**src/hw/rtl/xte_pkg.sv**
```systemverilog
// ----------------------------------------------------------------------------
// xte_pkg
// Shared types and character constants for the XML text escape encoder.
// ----------------------------------------------------------------------------
package xte_pkg;

   // longest escaped run, "&quot;" / "&apos;" / "&#255;"
   localparam int MaxRun = 6;

   // characters that take part in escaping
   localparam logic [7:0] ChLt    = 8'h3C;
   localparam logic [7:0] ChGt    = 8'h3E;
   localparam logic [7:0] ChAmp   = 8'h26;
   localparam logic [7:0] ChQuot  = 8'h22;
   localparam logic [7:0] ChApos  = 8'h27;
   localparam logic [7:0] ChLf    = 8'h0A;
   localparam logic [7:0] ChCr    = 8'h0D;
   localparam logic [7:0] ChTab   = 8'h09;
   localparam logic [7:0] ChHash  = 8'h23;
   localparam logic [7:0] ChSemi  = 8'h3B;
   localparam logic [7:0] ChZero  = 8'h30;
   localparam logic [7:0] ChSpace = 8'h20;
   localparam logic [7:0] ChTilde = 8'h7E;

   typedef logic [2:0] run_len_type;
   typedef logic [2:0] run_idx_type;

   typedef struct packed {
      logic [7:0] in_byte;
      logic       string_end;
   } req_type;

   typedef struct packed {
      logic [7:0] out_byte;
      logic       run_last;
      logic       text_last;
   } rsp_type;

   typedef struct packed {
      logic [MaxRun-1:0][7:0] text;
      run_len_type            len;
   } run_type;

endpackage

```
**src/hw/rtl/xte_chan_if.sv**
```systemverilog
// ----------------------------------------------------------------------------
// xte_chan_if
// Valid/ready channel carrying one payload item per handshake.
// ----------------------------------------------------------------------------
interface xte_chan_if #(
   parameter type payload_type = logic
) ();
   logic        valid;
   logic        ready;
   payload_type data;

   modport source (output valid, output data, input ready);
   modport sink   (input valid, input data, output ready);
endinterface

```
**src/hw/rtl/xte_in_stage.sv**
```systemverilog
// ----------------------------------------------------------------------------
// xte_in_stage
// Input register: holds one request until its whole escaped run is sent.
// ----------------------------------------------------------------------------
module xte_in_stage (
   input  logic             clock,
   input  logic             reset,
   xte_chan_if.sink         req_chan,
   input  logic             take,
   output logic             in_vld,
   output xte_pkg::req_type in_item
);

   logic             vld_ff;
   logic             vld_in;
   xte_pkg::req_type item_ff;
   logic             accept;

   // refill in the same cycle the held request retires
   assign req_chan.ready = !vld_ff || take;
   assign accept         = req_chan.valid && req_chan.ready;
   assign vld_in         = accept || (vld_ff && !take);

   always_ff @(posedge clock) begin
      if (reset) begin
         vld_ff <= 1'b0;
      end else begin
         vld_ff <= vld_in;
      end
   end

   always_ff @(posedge clock) begin
      if (accept) begin
         item_ff <= req_chan.data;
      end
   end

   assign in_vld  = vld_ff;
   assign in_item = item_ff;

endmodule

```
**src/hw/rtl/xte_encode.sv**
```systemverilog
// ----------------------------------------------------------------------------
// xte_encode
// Maps one text byte to its escaped run of 1 to 6 bytes and the run length.
// ----------------------------------------------------------------------------
module xte_encode (
   input  logic [7:0]       in_byte,
   output xte_pkg::run_type run
);

   logic [1:0]  hundreds;
   logic [6:0]  rest;
   logic [14:0] prod;
   logic [3:0]  tens;
   logic [3:0]  ones;
   logic [7:0]  dig_h;
   logic [7:0]  dig_t;
   logic [7:0]  dig_o;

   // decimal digits: compare-subtract for hundreds, reciprocal multiply for tens
   always_comb begin
      if (in_byte >= 8'd200) begin
         hundreds = 2'd2;
         rest     = 7'(in_byte - 8'd200);
      end else if (in_byte >= 8'd100) begin
         hundreds = 2'd1;
         rest     = 7'(in_byte - 8'd100);
      end else begin
         hundreds = 2'd0;
         rest     = in_byte[6:0];
      end
      prod  = 15'(rest) * 15'd205;
      tens  = prod[14:11];
      ones  = 4'(rest - 7'(tens) * 7'd10);
      dig_h = xte_pkg::ChZero | {6'd0, hundreds};
      dig_t = xte_pkg::ChZero | {4'd0, tens};
      dig_o = xte_pkg::ChZero | {4'd0, ones};
   end

   always_comb begin
      run.text    = '0;
      run.len     = 3'd1;
      run.text[0] = xte_pkg::ChAmp;
      unique case (in_byte)
         xte_pkg::ChLt: begin
            run.text[1] = "l";
            run.text[2] = "t";
            run.text[3] = xte_pkg::ChSemi;
            run.len     = 3'd4;
         end
         xte_pkg::ChGt: begin
            run.text[1] = "g";
            run.text[2] = "t";
            run.text[3] = xte_pkg::ChSemi;
            run.len     = 3'd4;
         end
         xte_pkg::ChAmp: begin
            run.text[1] = "a";
            run.text[2] = "m";
            run.text[3] = "p";
            run.text[4] = xte_pkg::ChSemi;
            run.len     = 3'd5;
         end
         xte_pkg::ChQuot: begin
            run.text[1] = "q";
            run.text[2] = "u";
            run.text[3] = "o";
            run.text[4] = "t";
            run.text[5] = xte_pkg::ChSemi;
            run.len     = 3'd6;
         end
         xte_pkg::ChApos: begin
            run.text[1] = "a";
            run.text[2] = "p";
            run.text[3] = "o";
            run.text[4] = "s";
            run.text[5] = xte_pkg::ChSemi;
            run.len     = 3'd6;
         end
         xte_pkg::ChLf: begin
            run.text[1] = xte_pkg::ChHash;
            run.text[2] = "1";
            run.text[3] = "0";
            run.text[4] = xte_pkg::ChSemi;
            run.len     = 3'd5;
         end
         xte_pkg::ChCr: begin
            run.text[1] = xte_pkg::ChHash;
            run.text[2] = "1";
            run.text[3] = "3";
            run.text[4] = xte_pkg::ChSemi;
            run.len     = 3'd5;
         end
         xte_pkg::ChTab: begin
            run.text[1] = xte_pkg::ChHash;
            run.text[2] = "9";
            run.text[3] = xte_pkg::ChSemi;
            run.len     = 3'd4;
         end
         default: begin
            if (in_byte < xte_pkg::ChSpace || in_byte > xte_pkg::ChTilde) begin
               run.text[1] = xte_pkg::ChHash;
               if (in_byte >= 8'd100) begin
                  run.text[2] = dig_h;
                  run.text[3] = dig_t;
                  run.text[4] = dig_o;
                  run.text[5] = xte_pkg::ChSemi;
                  run.len     = 3'd6;
               end else if (in_byte >= 8'd10) begin
                  run.text[2] = dig_t;
                  run.text[3] = dig_o;
                  run.text[4] = xte_pkg::ChSemi;
                  run.len     = 3'd5;
               end else begin
                  run.text[2] = dig_o;
                  run.text[3] = xte_pkg::ChSemi;
                  run.len     = 3'd4;
               end
            end else begin
               run.text[0] = in_byte;
               run.len     = 3'd1;
            end
         end
      endcase
   end

endmodule

```
**src/hw/rtl/xte_out_stage.sv**
```systemverilog
// ----------------------------------------------------------------------------
// xte_out_stage
// Steps through the escaped run of the held request and feeds the response
// register one byte per cycle while the response is not stalled.
// ----------------------------------------------------------------------------
module xte_out_stage (
   input  logic             clock,
   input  logic             reset,
   input  logic             in_vld,
   input  xte_pkg::req_type in_item,
   input  xte_pkg::run_type run,
   output logic             take,
   xte_chan_if.source       rsp_chan
);

   xte_pkg::run_idx_type idx_ff;
   xte_pkg::run_idx_type idx_in;
   logic                 rsp_vld_ff;
   logic                 rsp_vld_in;
   xte_pkg::rsp_type     rsp_ff;
   xte_pkg::rsp_type     rsp_in;
   logic                 load;
   logic                 emit;
   logic                 last;

   assign load = !rsp_vld_ff || rsp_chan.ready;
   assign emit = in_vld && load;
   assign last = (idx_ff == run.len - 3'd1);
   assign take = emit && last;

   assign rsp_in.out_byte  = run.text[idx_ff];
   assign rsp_in.run_last  = last;
   assign rsp_in.text_last = last && in_item.string_end;

   assign rsp_vld_in = emit || (rsp_vld_ff && !rsp_chan.ready);

   // rewind when the run retires, advance on every other byte sent
   always_comb begin
      if (take) begin
         idx_in = '0;
      end else if (emit) begin
         idx_in = idx_ff + 3'd1;
      end else begin
         idx_in = idx_ff;
      end
   end

   always_ff @(posedge clock) begin
      if (reset) begin
         rsp_vld_ff <= 1'b0;
         idx_ff     <= '0;
      end else begin
         rsp_vld_ff <= rsp_vld_in;
         idx_ff     <= idx_in;
      end
   end

   always_ff @(posedge clock) begin
      if (emit) begin
         rsp_ff <= rsp_in;
      end
   end

   assign rsp_chan.valid = rsp_vld_ff;
   assign rsp_chan.data  = rsp_ff;

   a_idx_in_run: assert property (@(posedge clock) disable iff (reset)
      in_vld |-> (idx_ff < run.len))
      else $error("run index beyond run length");

   a_text_last_ends_run: assert property (@(posedge clock) disable iff (reset)
      (rsp_vld_ff && rsp_ff.text_last) |-> rsp_ff.run_last)
      else $error("text_last without run_last");

   a_rewind_on_take: assert property (@(posedge clock) disable iff (reset)
      take |=> (idx_ff == '0))
      else $error("run index not rewound after last byte");

   a_hold_mid_run: assert property (@(posedge clock) disable iff (reset)
      (emit && !last) |=> (in_vld && idx_ff != '0))
      else $error("request dropped in the middle of its run");

endmodule

```
**src/hw/rtl/xml_text_escape_encoder_core.sv**
```systemverilog
// ----------------------------------------------------------------------------
// xml_text_escape_encoder_core
// XML text escaping: one text byte in, its escaped run of 1 to 6 bytes out.
// ----------------------------------------------------------------------------
//  channel    dir   payload                           handshake
//  req_chan   in    in_byte[7:0], string_end          valid / ready
//  rsp_chan   out   out_byte[7:0], run_last, text_last valid / ready
//
//  A request is taken every cycle for plain bytes while the response side
//  keeps up. An escaped byte is sent as a run of 4 to 6 output bytes by
//  the single response register; its request is held until the run ends.
//  A request passes the input register, then the response register.
//  Reset is synchronous and empties both registers.
//  A stalled response holds its byte; the held request waits with it.
// ----------------------------------------------------------------------------
module xml_text_escape_encoder_core (
   input  logic       clock,
   input  logic       reset,
   xte_chan_if.sink   req_chan,
   xte_chan_if.source rsp_chan
);

   logic             in_vld;
   logic             take;
   xte_pkg::req_type in_item;
   xte_pkg::run_type run;

   xte_in_stage u_in_stage (
      .clock    (clock),
      .reset    (reset),
      .req_chan (req_chan),
      .take     (take),
      .in_vld   (in_vld),
      .in_item  (in_item)
   );

   xte_encode u_encode (
      .in_byte (in_item.in_byte),
      .run     (run)
   );

   xte_out_stage u_out_stage (
      .clock    (clock),
      .reset    (reset),
      .in_vld   (in_vld),
      .in_item  (in_item),
      .run      (run),
      .take     (take),
      .rsp_chan (rsp_chan)
   );

endmodule
```
**src/flat_wrapper.sv**
```systemverilog
// flat-port wrapper written by rule: the top's interface ports become plain ports
module xml_text_escape_encoder_core_flat 
  (clock, reset, req_chan_valid, req_chan_data, req_chan_ready, rsp_chan_valid, rsp_chan_data, rsp_chan_ready);
  xte_chan_if req_chan_i ();
  xte_chan_if rsp_chan_i ();
  input  logic clock;
  input  logic reset;
  input wire logic [$bits(req_chan_i.valid)-1:0] req_chan_valid;
  input wire logic [$bits(req_chan_i.data)-1:0] req_chan_data;
  output wire logic [$bits(req_chan_i.ready)-1:0] req_chan_ready;
  output wire logic [$bits(rsp_chan_i.valid)-1:0] rsp_chan_valid;
  output wire logic [$bits(rsp_chan_i.data)-1:0] rsp_chan_data;
  input wire logic [$bits(rsp_chan_i.ready)-1:0] rsp_chan_ready;
  assign req_chan_i.valid = req_chan_valid;
  assign req_chan_i.data = req_chan_data;
  assign req_chan_ready = req_chan_i.ready;
  assign rsp_chan_valid = rsp_chan_i.valid;
  assign rsp_chan_data = rsp_chan_i.data;
  assign rsp_chan_i.ready = rsp_chan_ready;
  xml_text_escape_encoder_core u_core (.clock(clock), .reset(reset), .req_chan(req_chan_i), .rsp_chan(rsp_chan_i));
endmodule
```
**config.mk**
```make
export PLATFORM = sky130hd
export DESIGN_NAME = xml_text_escape_encoder_core_flat
export DESIGN_NICKNAME = d
export VERILOG_FILES = /design/src/hw/rtl/xte_pkg.sv /design/src/hw/rtl/xte_chan_if.sv /design/src/hw/rtl/xte_in_stage.sv /design/src/hw/rtl/xte_encode.sv /design/src/hw/rtl/xte_out_stage.sv /design/src/hw/rtl/xml_text_escape_encoder_core.sv /design/src/flat_wrapper.sv
export SDC_FILE = /design/constraint.sdc
export NUM_CORES = 1
export LEC_CHECK = 0
export BUFFER_PORTS_ARGS = -buffer_cell sky130_fd_sc_hd__clkbuf_2
export CAP_MARGIN = 20
export CORE_AREA = 2 2 39 41
export DETAILED_ROUTE_END_ITERATION = 10
export DIE_AREA = 0 0 41 43
export SLEW_MARGIN = 10
export SYNTH_ARGS = -nofsm -noshare
export SYNTH_HDL_FRONTEND = slang
export SYNTH_SLANG_ARGS = --single-unit
```
**constraint.sdc**
```tcl
create_clock -name clock -period 1.4 [get_ports clock]
set_input_delay 0.14 -clock clock [delete_from_list [all_inputs] [get_ports clock]]
set_output_delay 0.14 -clock clock [all_outputs]
set_load 0.05 [all_outputs]
```
Word-level counts from Yosys, hierarchy flattened
Index checks and enable logic that the tools add are counted.
{ "totals": {"regBits": 7, "latchBits": 0, "ramBits": 0, "mem_bits_ro": 0, "inputBits": 5, "output_inout_bits": 3, "mem_count": 0} }
{ "op_classes": {"n_addsub": 1, "mul": 0, "div_mod_pow": 0, "order_cmp": 0, "n_eq_ne": 1, "n_shift": 0, "mux": 0, "n_bitwise": 0, "reduce_logical": 15} }
{ "op_table": {"columns": ["operator", "n"], "rows": [
  ["1-bit logical AND", 6],
  ["1-bit zero test", 4],
  ["1-bit logical OR", 4],
  ["3-bit by 1-bit adder with 3-bit output, second input constant", 1],
  ["3-bit by 2-bit equality test with 1-bit output, second input constant", 1],
  ["2-bit OR reduction", 1]
]} }

Depth between registers and ports, before layout
Gate-level depths: netlist of run 1.
{ "depth": {"depth_word": 7, "depth_mapped": 5, "mapped_depth_nobuf": 5} }

Hierarchy
Synthesis of run 1 repeated with hierarchy kept, for this count alone.
{ "hier_totals": {"cells_unflattened": 299, "hier_area_um2": 2382.3} }
{ "by_module_without_submodules": {"columns": ["mod", "n_inst", "cells_each", "area_per_inst_um2", "seq_area_each_um2"], "rows": [
  ["xte_encode", 1, 253, 1936.9, 0.0],
  ["xte_out_stage", 1, 31, 296.5, 110.1],
  ["xte_in_stage", 1, 15, 148.9, 50.0]
]} }

Worst setup path after synthesis of run 1
OpenSTA, ideal clock, no wires.
{ "synth_timing": {"path_kind": "register to register", "start": "register u_core.u_out_stage.rsp_vld_ff (netlist: u_core.u_out_stage.rsp_chan.valid)", "end": "register u_core.u_in_stage.item_ff, in the netlist u_core.u_in_stage.in_item[0], enable pin", "setup_time_ns": 0.297, "arrival_ns": 2.140, "required_time_ns": 1.103, "path_slack_ns": -1.037, "stages_incl_launch_ff": 4, "n_path_buf": 0, "synth_period_minus_slack_ns": 2.437, "path_cell_list": "dfxtp_1 nor2b_1 o21ai_0 and2_1"} }
{ "synth_between": {"elab_chain_cells": 6} }
{ "synth_rtl": {"columns": ["item", "line_no", "source"], "rows": [
  ["start: declaration", "xte_out_stage.sv:18", "logic rsp_vld_ff;"],
  ["start signal: assignment", "xte_out_stage.sv:53", "rsp_vld_ff <= rsp_vld_in;"],
  ["1-bit zero test", "xte_out_stage.sv:26", "assign load = !rsp_vld_ff || rsp_chan.ready;"],
  ["1-bit logical OR", "xte_out_stage.sv:26", null],
  ["1-bit logical AND", "xte_out_stage.sv:27", "assign emit = in_vld && load;"],
  ["1-bit logical AND", "xte_out_stage.sv:29", "assign take = emit && last;"],
  ["1-bit logical OR", "xte_in_stage.sv:20", "assign req_chan.ready = !vld_ff || take;"],
  ["named net req_chan_ready", "flat_wrapper.sv:10", "output wire logic [$bits(req_chan_i.ready)-1:0] req_chan_ready;"],
  ["1-bit logical AND", "xte_in_stage.sv:21", "assign accept = req_chan.valid && req_chan.ready;"],
  ["named net u_core.u_in_stage.accept", "xte_in_stage.sv:17", "logic accept;"],
  ["end signal: assignment", "xte_in_stage.sv:34", "item_ff <= req_chan.data;"],
  ["end: declaration", "xte_in_stage.sv:16", "xte_pkg::req_type item_ff;"]
]} }
The timed path passes the listed nets, and every way through them passes these cells.
A chain may end at the register's enable or synchronous reset.

Worst setup path after layout of run 1
{ "layout_timing": {"start": "register u_core.u_out_stage.idx_ff[1]", "end": "output port req_chan_ready"} }
{ "layout_between": {"elab_chain_cells": 3} }
{ "layout_rtl": {"columns": ["item", "line_no", "source"], "rows": [
  ["start: declaration", "xte_out_stage.sv:16", "xte_pkg::run_idx_type idx_ff;"],
  ["start signal: assignment", "xte_out_stage.sv:54", "idx_ff <= idx_in;"],
  ["3-bit by 2-bit equality test with 1-bit output", "xte_out_stage.sv:28", "assign last = (idx_ff == run.len - 3'd1);"],
  ["1-bit logical AND", "xte_out_stage.sv:29", null],
  ["1-bit logical OR", "xte_in_stage.sv:20", null],
  ["end: declaration", "flat_wrapper.sv:10", null]
]} }
Every way passes these cells.

==> results.ini, run 1 <==
[routing]
first_pass_iters=4
route.detailed.drc=0
ant_nets=0
routed_wl_um=542
vias=251
drt_iter0_drc=5
post_drt_via_cell_ratio=4.33
route.detailed.wl_per_inst_um=9.34

[worst_setup_path]
crit_required_ps=1260
worst-path-max-fanout=4
cp.arrival_ps=1240
crit_path_end_kind=output port
regToRegSetupSlack_ps=80
critPathLaunchType=flip-flop
crit_type=flip-flop to output port

[floorplan]
io-pin-count=8
fp.dieW_um=41
die_h_um=43
num_rows=14
core-area_um2=1380
start_util_pct=21.3
floorplan.die_area_um2=1760

[status]
status=completed

[synthesis]
synth.avg_cell_area_um2=9.84
syn_nets=37
synthMuxAreaShare_pct=0
synth_top_family_by_area=simple AND/OR/NAND/NOR gates
synth_seq_area_share_pct=54.2
synth_compound_area_share_pct=14.4
synth_xor_area_share_pct=0
synth.cell_area_um2=295
synth_seq_cells=7
synth_cells=30
synth.distinct_cells=16
yosys.area_share.simple_pct=17.8
yosys_warnings=0
synth-adder-area-share_pct=8.47

[finish]
antenna_cells=0
syn2layout_area_growth_pct=49.6
layout_commonest_cell=clkbuf_2
nets=50
finalInstanceArea_um2=442
nFillCells=142
multi_input_area_um2=159
utilization_pct=31.9
drive_gt1_share_pct=47.6
final_cell_mix=clkbuf_2, a21oi_1, clkbuf_4
regArea_um2=166

[pwr]
p_per_area_nw_per_um2=1090
ir_drop_uv=527
power_leakage_nw=0.169

[run]
drv_cap=0

[sta]
period_share_pct=98.6
setup_viol=0
slew_headroom_pct=81.6
holdWs_ps=66.9
clock_skew_ps=5.57
rsz0062_at_grt=yes
slew_viol_final=0
tightest_slew_ps=275
hold_viol_final=0
min_period_ps=1380
fmax_mhz=724

[clock_tree]
cts-htree-levels=1
cts_tree=built
clockBufferDepth=2
root_buffer=clkbuf_4
numCtsBuffers=3
cts_setup_buffers=0
cts.sinks=7
clkSlewWorstSetupHoldPaths_ps=50
insertion_delay_ps=250

[placement]
portBuffers=7
post_dp_cell_area_um2=403
gp_congestion=0.727
hpwl_um=428

[grt]
antenna_found_initial=0
grtUsageTotal_pct=8.89
grt_max_degree=7
grt-ovfl-total=0
grt_pass1_wl_um=986
grt_pass1_vias=243

[worst_hold_path]
hp-class=input pin to flip-flop

==> what timing repair did <==
item,4_1_cts,5_1_grt
cloned,0,0
hold buffers,0,0
resized for setup,3,1
endpoints found under the setup margin,1,1
==> final timing paths <==
path	depth (start not counted)	start	endpoint
setup reg to reg	4	u_core.u_out_stage.idx_ff[1]	u_core.u_out_stage.idx_ff[0]
setup / recovery	5	u_core.u_out_stage.idx_ff[1]	req_chan_ready
hold reg to reg	2	u_core.u_in_stage.in_vld	u_core.u_out_stage.rsp_chan.valid
hold / removal	1	req_chan_data	u_core.u_in_stage.in_item[0]
==> flip-flops by register name, summed over array words and instances, names as in the netlist <==
name                               count
u_core.u_in_stage.in_vld               1
u_core.u_out_stage.rsp_chan.valid      1
u_core.u_out_stage.rsp_chan.data       1
u_core.u_out_stage.idx_ff              3
u_core.u_in_stage.in_item              1
==> layer usage <==
layer | up-vias | global-route usage, % | wire (um)
met5 | - | 0 | 0
met4 | 0 | 4.00 | 0
met3 | 0 | 6.28 | 59
met2 | 10 | 10.6 | 254
met1 | 112 | 11.8 | 228
li1 | 129 | - | -
==> area by class of cell <==
cell class	instances	share of cell area, %
inverter	4	3.97
sequential	7	37.7
multi-input combinational	19	36.0
tap	16	4.53
clock buffer	4	5.95
timing repair buffer	8	11.9
==> critical path, stage by stage, from the launching register on <==
cell     delay (ps)
dfxtp_2         350
ha_4            140
ha_4            150
inv_4            40
o21ai_4         140
buf_8           160
==> metrics by stage <==
stage / TNS, ps / worst slack (ps) / std cells / total power [W]
6_report: 0 / 19.4 / 58 / 0.000482
3_5_place_dp: 0 / 103 / 54 / 0.000301
5_1_grt: -51.5 / -51.5 / 58 / 0.000514
3_3_place_gp: 0 / 115 / 54 / 0.000299
2_1_floorplan: -42.1 / -42.1 / 30 / 0.000278
4_1_cts: -20.6 / -20.6 / 58 / 0.000490
==> synth_stat cells <==
master,count,area [um^2]
a21oi_1,4,20.0
and2_1,2,12.5
dfxtp_1,5,100
edfxtp_1,2,60.1
ha_1,2,25.0
inv_1,3,11.3
inv_2,1,3.75
nand2b_1,1,6.26
nand3_1,1,5.00
nand4_1,1,6.26
nor2_1,1,3.75
nor2b_1,1,6.26
nor3_1,1,5.00
o21ai_0,3,15.0
o31ai_1,1,7.51
or4_1,1,7.51
==> cell families after synthesis <==
logic type | count (synthesis)
AOI/OAI and AO/OA | 8
adders and majority gates | 2
buffers and inverters | 4
DFF | 7
and+or+nand+nor | 9
==> report_power, final <==
| part | total (W) | leakage (nW) | switching (W) | internal [W] |
|---|---|---|---|---|
| sequential | 0.000228 | 0.0617 | 0.00000684 | 0.000221 |
| combinational | 0.0000728 | 0.0925 | 0.0000441 | 0.0000287 |
| clock | 0.000182 | 0.0150 | 0.0000734 | 0.000109 |
| total | 0.000482 | 0.169 | 0.000124 | 0.000358 |
No activity file was read; power rests on OpenSTA's default activity.
==> inputs of run 2 (changes only) <==
Settings changed: ABC_AREA from default to 1.
==> results.ini, run 2 <==
[status]
status=completed

[floorplan]
num_rows=14
die_h_um=43
start_util_pct=23.1
core-area_um2=1380
floorplan.die_area_um2=1760
fp.dieW_um=41
io-pin-count=8

[synthesis]
synth_seq_cells=7
yosys_warnings=0
yosysTopAreaCell=dfxtp_1
synth.distinct_cells=12
synth_area_leaders=dfxtp_1, edfxtp_1, inv_1, a21oi_2, ha_1
yosysMostFrequentCell=inv_1
ys.flop_type=dfxtp_1
synth_seq_area_share_pct=50.0
synth_cells=37
yosys.area.top_type_share_pct=31.3
synth-edff-count=2
ys_top_cells_by_count=inv_1, nand2_1, dfxtp_1
synthArstFlopShare_pct=0
synth.cell_area_um2=320
syn_nets=44
synth.avg_cell_area_um2=8.66

[sta]
hold_viol_final=0
tightest_slew_ps=275
min_period_ps=1380
layout_setup_ws_ps=20.1
slew_viol_final=0
final.setup.tns_ps=0
setup_viol=0
slew_headroom_pct=81.7
fmax_mhz=725
rsz0062_at_grt=yes
clock_skew_ps=8.01
period_share_pct=98.6

[routing]
post_drt_via_cell_ratio=4.19
routed_wl_um=585
route.detailed.wl_per_inst_um=8.73
drt_iter0_drc=2
ant_nets=0
route.detailed.drc=0
vias=281
first_pass_iters=4

[grt]
grt_pass1_vias=259
grt_use_met3_pct=1.57
grt_busiest_layer=met1
antenna_found_initial=0
grt_use_met2_pct=10.6
grt_max_degree=7
grt-ovfl-total=0
grt_pass1_wl_um=1040
grtUsageMet1_pct=12.8
grtUsageTotal_pct=9.19

[finish]
nets=59
nFillCells=144
finalInstanceArea_um2=469
antenna_cells=0
utilization_pct=33.9
largest_register_ffs=3
drive_gt1_share_pct=47.1
top_register=u_core.u_out_stage.idx_ff
final_cell_mix=inv_1, nand2_1, clkbuf_2
syn2layout_area_growth_pct=46.5

[clock_tree]
insertion_delay_ps=250
clkSlewWorstSetupHoldPaths_ps=60
cts-htree-levels=1
numCtsBuffers=3
clockBufferDepth=2
cts_tree=built
cts.sinks=7
root_buffer=clkbuf_4

[worst_hold_path]
hp-class=input pin to flip-flop

[pwr]
total_power_w=0.000497
p_per_area_nw_per_um2=1060
ir_drop_uv=445
power_leakage_nw=0.207

[worst_setup_path]
cp_slowest_cell=dfxtp_2
cp.arrival_ps=1240
path_delay_family=flip-flops
critPathLaunchType=flip-flop
worst-path-max-fanout=2
slowest_delay_ps=340
crit_path_frequent_cell=ha_4
crit_required_ps=1260
crit_path_end_kind=output port
crit_type=flip-flop to output port
cp.buffers_inverters=2
path_cells=ha_4, ha_4, a21oi_4, inv_2, buf_8

[placement]
hpwl_um=413
pre_cts_slack_ps=44.6
post_dp_cell_area_um2=383
portBuffers=7
gp_congestion=0.680

[run]
drv_cap=0

==> run 2: changes by cell type after synthesis, sizes merged, moves of 2 or more <==
| cell | previous run | this run |
|---|---|---|
| and2 | 2 | 0 |
| a21oi | 4 | 6 |
| nand2 | 0 | 8 |
| nor2 | 1 | 3 |
| o21ai | 3 | 0 |
| inv | 4 | 8 |
==> run 2: power breakdown <==
group	total [W]	switching, W	internal, W
combinational	0.0000813	0.0000486	0.0000327
sequential	0.000231	0.0000105	0.000221
clock	0.000184	0.0000751	0.000109
total	0.000497	0.000134	0.000362
==> run 2: path summary, 6_finish.rpt <==
check	from	to	slack, ps	depth (start not counted)
worst max-delay path	u_core.u_out_stage.idx_ff[0]	req_chan_ready	20	5
worst max register to register	u_core.u_out_stage.idx_ff[0]	u_core.u_in_stage.in_item[0]	190	5
worst min register to register	u_core.u_out_stage.idx_ff[2]	u_core.u_out_stage.idx_ff[2]	470	2
worst min-delay path	req_chan_data	u_core.u_in_stage.in_item[0]	70	1
==> run 2: repair_timing <==
| action | in CTS | in global routing |
|---|---|---|
| cloned | 0 | 0 |
| pin swaps | 3 | 0 |
| buffers inserted | 2 | 0 |
| setup endpoints to repair | 1 | 1 |
| hold buffers | 0 | 0 |
| gates resized for setup | 8 | 3 |
==> run 2: per-stage QoR <==
step	cells	hold slack [ps]
after floorplan	37	209
after global placement	61	319
after detailed placement	61	319
after CTS	67	59.3
after global routing	67	62.7
final	67	69.5
==> run 2: layout make-up <==
cell class	count	area (um^2)	share of cell area [%]
clock buffer	4	26.3	5.60
inverter	8	30.0	6.40
multi-input combinational	22	163	34.7
sequential	7	163	34.7
tap	16	20.0	4.27
timing repair buffer	10	67.6	14.4
==> run 2: cells by family after synthesis <==
| group | share of synthesized area (%) |
|---|---|
| and+or+nand+nor | 19.9 |
| adders and majority gates | 7.81 |
| buffers and inverters | 9.38 |
| AOI/OAI and AO/OA | 12.9 |
| DFF | 50.0 |
==> run 2: layer usage <==
| metal | part of all wire, % | wire (um) |
|---|---|---|
| met1 | 46 | 271 |
| met2 | 48 | 278 |
| met3 | 3.9 | 23 |
| met4 | 1.9 | 11 |
| met5 | 0 | 0 |
